$ cat src/sv/esbd_pkg.sv
// esbd_pkg: types, microcode program and small helper functions for the
// epoch seconds to bcd date block; depends on nothing
package esbd_pkg;

	localparam int unsigned PC_W = 4;

	// datapath operation of one microcode step
	typedef enum logic [2:0] {
		OP_WAIT,   // take an input item
		OP_MUL,    // product register <= x * reciprocal
		OP_REM,    // x <= quotient, remainder to a field
		OP_DAYS,   // keep the day count, x <= days + epoch weekday
		OP_YEAR,   // take one year off the day count, repeat while possible
		OP_MONTH,  // take one month off, repeat while possible
		OP_OUT     // load the output register
	} op_t;

	// constant divisor in use
	typedef enum logic [1:0] {
		DV_60,
		DV_24,
		DV_7
	} div_t;

	// where a remainder goes
	typedef enum logic [1:0] {
		DST_SEC,
		DST_MIN,
		DST_HOUR,
		DST_WDAY
	} dst_t;

	typedef struct packed {
		op_t             op;
		div_t            dv;
		dst_t            dst;
		logic [PC_W-1:0] tgt;
	} uword_t;

	localparam logic [PC_W-1:0] PC_START = 4'd0;
	localparam logic [PC_W-1:0] PC_YEAR  = 4'd10;
	localparam logic [PC_W-1:0] PC_MONTH = 4'd11;
	localparam logic [PC_W-1:0] PC_OUT   = 4'd12;

	localparam logic [2:0]  EPOCH_WDAY   = 3'd4;
	localparam logic [8:0]  COMMON_YEAR  = 9'd365;
	localparam logic [3:0]  LAST_MONTH   = 4'd11;
	localparam logic [6:0]  CENTURY_OFS  = 7'd30;   // years from 1970 to 2000

	// reciprocals: floor(x / d) = (x * m) >> s, exact over the input range
	localparam logic [31:0] RCP_60 = 32'd2290649225;  // s = 37
	localparam logic [31:0] RCP_24 = 32'd2863311531;  // s = 36
	localparam logic [31:0] RCP_7  = 32'd2454267027;  // s = 34

	// the program
	function automatic uword_t ucode_rom(input logic [PC_W-1:0] pc);
		uword_t w;
		w = '{op: OP_WAIT, dv: DV_60, dst: DST_SEC, tgt: PC_START};
		unique case (pc)
			4'd0:  w = '{op: OP_WAIT,  dv: DV_60, dst: DST_SEC,  tgt: PC_START};
			4'd1:  w = '{op: OP_MUL,   dv: DV_60, dst: DST_SEC,  tgt: PC_START};
			4'd2:  w = '{op: OP_REM,   dv: DV_60, dst: DST_SEC,  tgt: PC_START};
			4'd3:  w = '{op: OP_MUL,   dv: DV_60, dst: DST_MIN,  tgt: PC_START};
			4'd4:  w = '{op: OP_REM,   dv: DV_60, dst: DST_MIN,  tgt: PC_START};
			4'd5:  w = '{op: OP_MUL,   dv: DV_24, dst: DST_HOUR, tgt: PC_START};
			4'd6:  w = '{op: OP_REM,   dv: DV_24, dst: DST_HOUR, tgt: PC_START};
			4'd7:  w = '{op: OP_DAYS,  dv: DV_7,  dst: DST_WDAY, tgt: PC_START};
			4'd8:  w = '{op: OP_MUL,   dv: DV_7,  dst: DST_WDAY, tgt: PC_START};
			4'd9:  w = '{op: OP_REM,   dv: DV_7,  dst: DST_WDAY, tgt: PC_START};
			PC_YEAR:  w = '{op: OP_YEAR,  dv: DV_60, dst: DST_SEC,  tgt: PC_YEAR};
			PC_MONTH: w = '{op: OP_MONTH, dv: DV_60, dst: DST_SEC,  tgt: PC_MONTH};
			PC_OUT:   w = '{op: OP_OUT,   dv: DV_60, dst: DST_SEC,  tgt: PC_START};
			default: w = '{op: OP_WAIT, dv: DV_60, dst: DST_SEC, tgt: PC_START};
		endcase
		return w;
	endfunction

	// days in month m (0 = january)
	function automatic logic [4:0] month_len(input logic [3:0] m, input logic leap);
		logic [4:0] len;
		case (m)
			4'd1:                       len = leap ? 5'd29 : 5'd28;
			4'd3, 4'd5, 4'd8, 4'd10:    len = 5'd30;
			default:                    len = 5'd31;
		endcase
		return len;
	endfunction

	// two bcd digits of v (v below 100), tens via multiply by 205 >> 11
	function automatic logic [7:0] to_bcd(input logic [6:0] v);
		logic [14:0] p;
		logic [3:0]  tens;
		logic [6:0]  ones;
		p    = 15'(v) * 15'd205;
		tens = p[14:11];
		ones = v - 7'(tens) * 7'd10;
		return {tens, ones[3:0]};
	endfunction

endpackage

$ cat src/sv/epoch_seconds_to_bcd_date_top.sv
// epoch_seconds_to_bcd_date_top: epoch seconds to rtc bcd date and time,
// a microcoded sequencer over one shared reciprocal multiplier; uses esbd_pkg
// steps: take the item, then multiply and remainder for seconds, minutes, hours, weekday,
// then year steps and month steps while a whole one remains, then the output load
// the result sits in an output register, so a new item is taken while it waits
// reset clears the step counter and the output valid; payload is not reset
module epoch_seconds_to_bcd_date_top (
	input  logic        clk,
	input  logic        arst_n,
	input  logic        in_valid,
	output logic        in_ready,
	input  logic [30:0] seconds_since_epoch,
	output logic        out_valid,
	input  logic        out_ready,
	output logic [6:0]  seconds_bcd,
	output logic [6:0]  minutes_bcd,
	output logic [5:0]  hours_bcd,
	output logic [2:0]  weekday,
	output logic [5:0]  day_bcd,
	output logic [4:0]  month_bcd,
	output logic [7:0]  year_bcd,
	output logic [5:0]  century_bcd
);

	// step counter and current control word
	logic [esbd_pkg::PC_W-1:0] pc_q;
	esbd_pkg::uword_t          uw;

	// datapath registers
	logic [30:0] x_q;       // value being divided
	logic [62:0] prod_q;    // x times reciprocal
	logic [5:0]  sec_q;
	logic [5:0]  min_q;
	logic [4:0]  hour_q;
	logic [2:0]  wday_q;
	logic [14:0] days_q;    // days since epoch, then day of year, then day of month
	logic [6:0]  year_q;    // years since 1970
	logic [3:0]  month_q;   // 0 = january

	// output register
	logic        out_valid_q;
	logic [6:0]  sec_bcd_q;
	logic [6:0]  min_bcd_q;
	logic [5:0]  hour_bcd_q;
	logic [2:0]  wday_out_q;
	logic [5:0]  day_bcd_q;
	logic [4:0]  mon_bcd_q;
	logic [7:0]  year_bcd_q;
	logic [5:0]  cent_bcd_q;

	// combinational helpers
	logic [31:0] rcp;
	logic [5:0]  divisor;
	logic [30:0] quot;
	logic [30:0] qd;
	logic [30:0] rem;
	logic        leap;
	logic [8:0]  year_len;
	logic [4:0]  mon_len;
	logic        year_step;
	logic        month_step;
	logic        out_free;
	logic        in_fire;
	logic [6:0]  yy;
	logic [7:0]  day_bcd_n;
	logic [7:0]  mon_bcd_n;
	logic [7:0]  cent_bcd_n;
	logic [7:0]  sec_bcd_n;
	logic [7:0]  min_bcd_n;
	logic [7:0]  hour_bcd_n;
	logic [esbd_pkg::PC_W-1:0] pc_next;

	assign uw = esbd_pkg::ucode_rom(pc_q);

	// reciprocal, divisor and quotient tap for the divisor in use
	always_comb begin
		rcp     = esbd_pkg::RCP_60;
		divisor = 6'd60;
		quot    = 31'(prod_q[62:37]);
		unique case (uw.dv)
			esbd_pkg::DV_60: begin
				rcp     = esbd_pkg::RCP_60;
				divisor = 6'd60;
				quot    = 31'(prod_q[62:37]);
			end
			esbd_pkg::DV_24: begin
				rcp     = esbd_pkg::RCP_24;
				divisor = 6'd24;
				quot    = 31'(prod_q[62:36]);
			end
			esbd_pkg::DV_7: begin
				rcp     = esbd_pkg::RCP_7;
				divisor = 6'd7;
				quot    = 31'(prod_q[62:34]);
			end
			default: begin
				rcp     = esbd_pkg::RCP_60;
				divisor = 6'd60;
				quot    = 31'(prod_q[62:37]);
			end
		endcase
	end

	// remainder: quotient times a small constant stays below x
	assign qd  = quot * 31'(divisor);
	assign rem = x_q - qd;

	// 1970 + y is a leap year when y mod 4 is 2
	assign leap       = (year_q[1:0] == 2'd2);
	assign year_len   = esbd_pkg::COMMON_YEAR + 9'(leap);
	assign mon_len    = esbd_pkg::month_len(month_q, leap);
	assign year_step  = (days_q >= 15'(year_len));
	assign month_step = (month_q < esbd_pkg::LAST_MONTH) && (days_q >= 15'(mon_len));

	// output register is free when empty or being emptied this cycle
	assign out_free = !out_valid_q || out_ready;
	assign in_ready = (uw.op == esbd_pkg::OP_WAIT);
	assign in_fire  = in_ready && in_valid;

	// year within the century and bcd conversion of the finished fields
	assign yy         = (year_q >= esbd_pkg::CENTURY_OFS) ? (year_q - esbd_pkg::CENTURY_OFS)
	                                                      : (year_q + 7'd70);
	assign sec_bcd_n  = esbd_pkg::to_bcd(7'(sec_q));
	assign min_bcd_n  = esbd_pkg::to_bcd(7'(min_q));
	assign hour_bcd_n = esbd_pkg::to_bcd(7'(hour_q));
	assign day_bcd_n  = esbd_pkg::to_bcd(7'(days_q[4:0]) + 7'd1);
	assign mon_bcd_n  = esbd_pkg::to_bcd(7'(month_q) + 7'd1);
	assign cent_bcd_n = (year_q >= esbd_pkg::CENTURY_OFS) ? 8'h20 : 8'h19;

	// sequencer: fall through, loop on self, or jump to the word's target
	always_comb begin
		pc_next = pc_q + 1'b1;
		unique case (uw.op)
			esbd_pkg::OP_WAIT:  pc_next = in_fire ? (pc_q + 1'b1) : pc_q;
			esbd_pkg::OP_YEAR:  pc_next = year_step ? uw.tgt : (pc_q + 1'b1);
			esbd_pkg::OP_MONTH: pc_next = month_step ? uw.tgt : (pc_q + 1'b1);
			esbd_pkg::OP_OUT:   pc_next = out_free ? uw.tgt : pc_q;
			default:            pc_next = pc_q + 1'b1;
		endcase
	end

	always_ff @(posedge clk or negedge arst_n) begin
		if (!arst_n) begin
			pc_q <= esbd_pkg::PC_START;
		end else begin
			pc_q <= pc_next;
		end
	end

	// datapath
	always_ff @(posedge clk) begin
		case (uw.op)
			esbd_pkg::OP_WAIT: begin
				if (in_fire) begin
					x_q <= seconds_since_epoch;
				end
			end
			esbd_pkg::OP_MUL: begin
				prod_q <= 63'(x_q) * 63'(rcp);
			end
			esbd_pkg::OP_REM: begin
				x_q <= quot;
				case (uw.dst)
					esbd_pkg::DST_SEC:  sec_q  <= rem[5:0];
					esbd_pkg::DST_MIN:  min_q  <= rem[5:0];
					esbd_pkg::DST_HOUR: hour_q <= rem[4:0];
					default:            wday_q <= rem[2:0];
				endcase
			end
			esbd_pkg::OP_DAYS: begin
				days_q  <= x_q[14:0];
				x_q     <= x_q + 31'(esbd_pkg::EPOCH_WDAY);
				year_q  <= '0;
				month_q <= '0;
			end
			esbd_pkg::OP_YEAR: begin
				if (year_step) begin
					days_q <= days_q - 15'(year_len);
					year_q <= year_q + 7'd1;
				end
			end
			esbd_pkg::OP_MONTH: begin
				if (month_step) begin
					days_q  <= days_q - 15'(mon_len);
					month_q <= month_q + 4'd1;
				end
			end
			default: begin
			end
		endcase
	end

	// output register
	always_ff @(posedge clk or negedge arst_n) begin
		if (!arst_n) begin
			out_valid_q <= 1'b0;
		end else if (uw.op == esbd_pkg::OP_OUT && out_free) begin
			out_valid_q <= 1'b1;
		end else if (out_ready) begin
			out_valid_q <= 1'b0;
		end
	end

	always_ff @(posedge clk) begin
		if (uw.op == esbd_pkg::OP_OUT && out_free) begin
			sec_bcd_q  <= sec_bcd_n[6:0];
			min_bcd_q  <= min_bcd_n[6:0];
			hour_bcd_q <= hour_bcd_n[5:0];
			wday_out_q <= wday_q;
			day_bcd_q  <= day_bcd_n[5:0];
			mon_bcd_q  <= mon_bcd_n[4:0];
			year_bcd_q <= esbd_pkg::to_bcd(yy);
			cent_bcd_q <= cent_bcd_n[5:0];
		end
	end

	assign out_valid   = out_valid_q;
	assign seconds_bcd = sec_bcd_q;
	assign minutes_bcd = min_bcd_q;
	assign hours_bcd   = hour_bcd_q;
	assign weekday     = wday_out_q;
	assign day_bcd     = day_bcd_q;
	assign month_bcd   = mon_bcd_q;
	assign year_bcd    = year_bcd_q;
	assign century_bcd = cent_bcd_q;

endmodule
$ cat config.mk
export PLATFORM = sky130hd
export DESIGN_NAME = epoch_seconds_to_bcd_date_top
export DESIGN_NICKNAME = d
export VERILOG_FILES = /design/src/sv/esbd_pkg.sv /design/src/sv/epoch_seconds_to_bcd_date_top.sv
export SDC_FILE = /design/constraint.sdc
export NUM_CORES = 2
export LEC_CHECK = 0
export BUFFER_PORTS_ARGS = -buffer_cell sky130_fd_sc_hd__buf_2
export CAP_MARGIN = 20
export CORE_MARGIN = 4
export CORE_UTILIZATION = 31
export DETAILED_ROUTE_END_ITERATION = 8
export PLACE_DENSITY_LB_ADDON = 0.3
export RECOVER_POWER = 50
export SYNTH_ARGS = -nofsm -noshare
export SYNTH_HDL_FRONTEND = slang
export SYNTH_SLANG_ARGS = --single-unit
$ cat constraint.sdc
create_clock -name clk -period 8.18 [get_ports clk]
set_clock_uncertainty 0.05 [all_clocks]
set_input_delay 1.636 -clock clk [delete_from_list [all_inputs] [get_ports clk]]
set_output_delay 1.636 -clock clk [all_outputs]
set_load 0.005 [all_outputs]
==> out/results.txt <==
status: complete, no violations
Yosys warning count: 0
DPL Wire Length: 77000 um
period utilisation layout: 99.4%
vias in the first global route: 23500
unrepaired setup endpoints after global routing: true
first-pass GRT wire length: 138000 um
Clock transition at path regs: 0.08 ns
die height: 320 um
Synth Instances: 3088
ys async rst share: 3.23%
CP max stage cell: fa_2
clk_lat worst skew: 0.48 ns
clk buf depth: 2
Filler Cell Count: 9668
via count: 21900
CP Launch Type: flop
register area: 4630 um2
total track usage: 17.6%
Slew Viols, Final: 0
Worst Hold Class: reg2reg
vias per std cell: 4.59
Die Area: 102000 um2
max incr delay on CP: 0.62 ns
Tmin final: 8.13 ns
initial drt markers: 1033
CP arrival: 8.32 ns
post-synthesis sequential area ratio: 15.3%
cell taking the most area after synthesis: fa_1
Num CTS Buffers: 17
area of the core: 96700 um2
Clk Tree Root Cell: clkbuf_16
First-pass DRT Iterations: 5
area occupied by multi-input gates: 23700 um2
Final Setup Violations: 0
post-route ant nets: 0
Fmax: 123 MHz
Crit. End Element: flop
# H-tree levels: 4
initial antenna violation count: 1
crit-path leading delay family: adder cells
die width: 320 um
most common cell after layout, fill and taps aside: inv_1
GRT overflow: 0
Slew HR: 38.7%
top_reg_cell synth: edfxtp_1
synthesized area: 30200 um2
CTS tree: yes
Rows: 114
flip-flop and latch count after synthesis: 155
Final Net Count: 4527
Routed WL per cell: 18.5 um
Synth top area share: 29.3%
Hold Fails Final Rpt: 0
n_diodes: 0
Worst Path Required: 8.37 ns
Unique masters post-synth: 78
dominant cells by area after synthesis: fa_1, ha_1, edfxtp_1
Initial Utilization: 31.2%
actual slew at the worst max-slew pin: 0.912 ns
EDFF count, synth: 150
largest net degree at the start of global routing: 58
final design utilization: 38.3%
Syn Area/Cell: 9.77 um2
CTS sink cnt: 155
area grow syn2layout: 22.7%
# Max-Cap Violations: 0
most frequent cells in the layout: inv_1, ha_1, fa_1
share of layout cells above drive strength 1: 23.1%
port buffer count: 82
WS Path Type: reg2reg
total wire length: 88500 um
routability cong.: 0.941
Buf+Inv Stages, Crit Path: 9
DR DRC count: 0
Ports: 85
Max Fanout on Critical Path: 6
-- cell families (layout without fill, tap and decap cells) --
| group | Yosys count | after routing | share of synthesized area [%] |
|---|---|---|---|
| compound gates | 380 | 380 | 8.07 |
| other cells | 1 | 2 | 0.0124 |
| buf+inv | 883 | 1301 | 11.1 |
| mux | 5 | 5 | 0.211 |
| simple gates | 509 | 509 | 8.29 |
| fa+ha+maj | 998 | 998 | 52.4 |
| xor+xnor | 157 | 157 | 4.61 |
| flops | 155 | 155 | 15.3 |
-- sequential cells by signal, summed over array words and instances (netlist names) --
register     flops
wday_q           3
seconds_bcd      7
year_bcd         8
days_q          15
hours_bcd        6
minutes_bcd      7
year_q           7
pc_q             4
weekday          3
x_q             31
month_bcd        5
prod_q          29
out_valid        1
hour_q           5
century_bcd      2
min_q            6
month_q          4
day_bcd          6
sec_q            6
-- synthesized netlist by cell type, types with 45 or more instances --
library cell  count
o21ai_0         110
and2_1           59
clkbuf_1         57
inv_1           808
fa_1            442
edfxtp_1        150
nand2_1         163
xnor2_1         100
nor2_1           94
xor2_1           56
ha_1            556
nand3_1          45
a21oi_1          94
-- metal layers --
metal	vias up	routed length [um]	track usage, %
li1	10600	-	-
met1	10800	39900	24.1
met2	427	41700	28.9
met3	52	5540	3.63
met4	0	1300	3.53
met5	-	0	0
-- worst reg2reg max path: cells and delay by family, from the launching register on --
kind	cells	cell delay, ns
XOR/XNOR	2	0.26
adder cells (fa/ha/maj)	12	4.66
AO/OA/AOI/OAI	8	1.29
buffers and inverters	9	0.87
flip-flops	1	0.42
AND/OR/NAND/NOR	2	0.37
-- worst paths after layout --
path | startpoint | end | slack, ns | cells after the start
min reg2reg | wday_q[0]$_DFFE_PP_ | weekday[0]$_DFFE_PP_ | 0.38 | 0
max reg2reg | pc_q[1]$_DFFE_PN0P_ | prod_q[60]$_DFFE_PN_ | 0.05 | 33
max in group asynchronous | arst_n | pc_q[0]$_DFFE_PN0P_ | 6.86 | 1
min | wday_q[0]$_DFFE_PP_ | weekday[0]$_DFFE_PP_ | 0.38 | 0
max | pc_q[1]$_DFFE_PN0P_ | prod_q[60]$_DFFE_PN_ | 0.05 | 33
min in group asynchronous | arst_n | out_valid$_DFFE_PN0P_ | 0.96 | 1
-- per-stage QoR --
step / setup WS (ns) / std cells / hold slack [ns] / instance area [um2] / setup TNS [ns]
3_3_place_gp: -0.626 / 4703 / 0.351 / 34500 / -11.21
5_1_grt: -0.259 / 4783 / 0.396 / 37000 / -2.93
2_1_floorplan: -0.0266 / 3089 / 0.350 / 30300 / -0.0415
3_5_place_dp: -0.616 / 4703 / 0.365 / 34500 / -11.06
4_1_cts: -0.0156 / 4761 / 0.383 / 36200 / -0.0156
6_report: 0.0450 / 4783 / 0.380 / 37000 / 0
-- repair_timing --
action	CTS	global route
setup endpoints to repair	28	26
pin swaps	170	156
buffers inserted	27	27
resized for setup	173	173
hold buffers	0	0
cloned	2	0
-- cell type report --
type,count,share of cell area (%)
clock buffer,17,1.15
clock inverter,15,0.534
inverter,809,8.23
multi-input combinational,2051,63.9
sequential,155,12.5
tap,1276,4.31
timing repair buffer,460,9.40
Power is left out: the tool's default activity adds up to more than one toggle a clock period on the data nets, which glitch-free logic cannot reach.
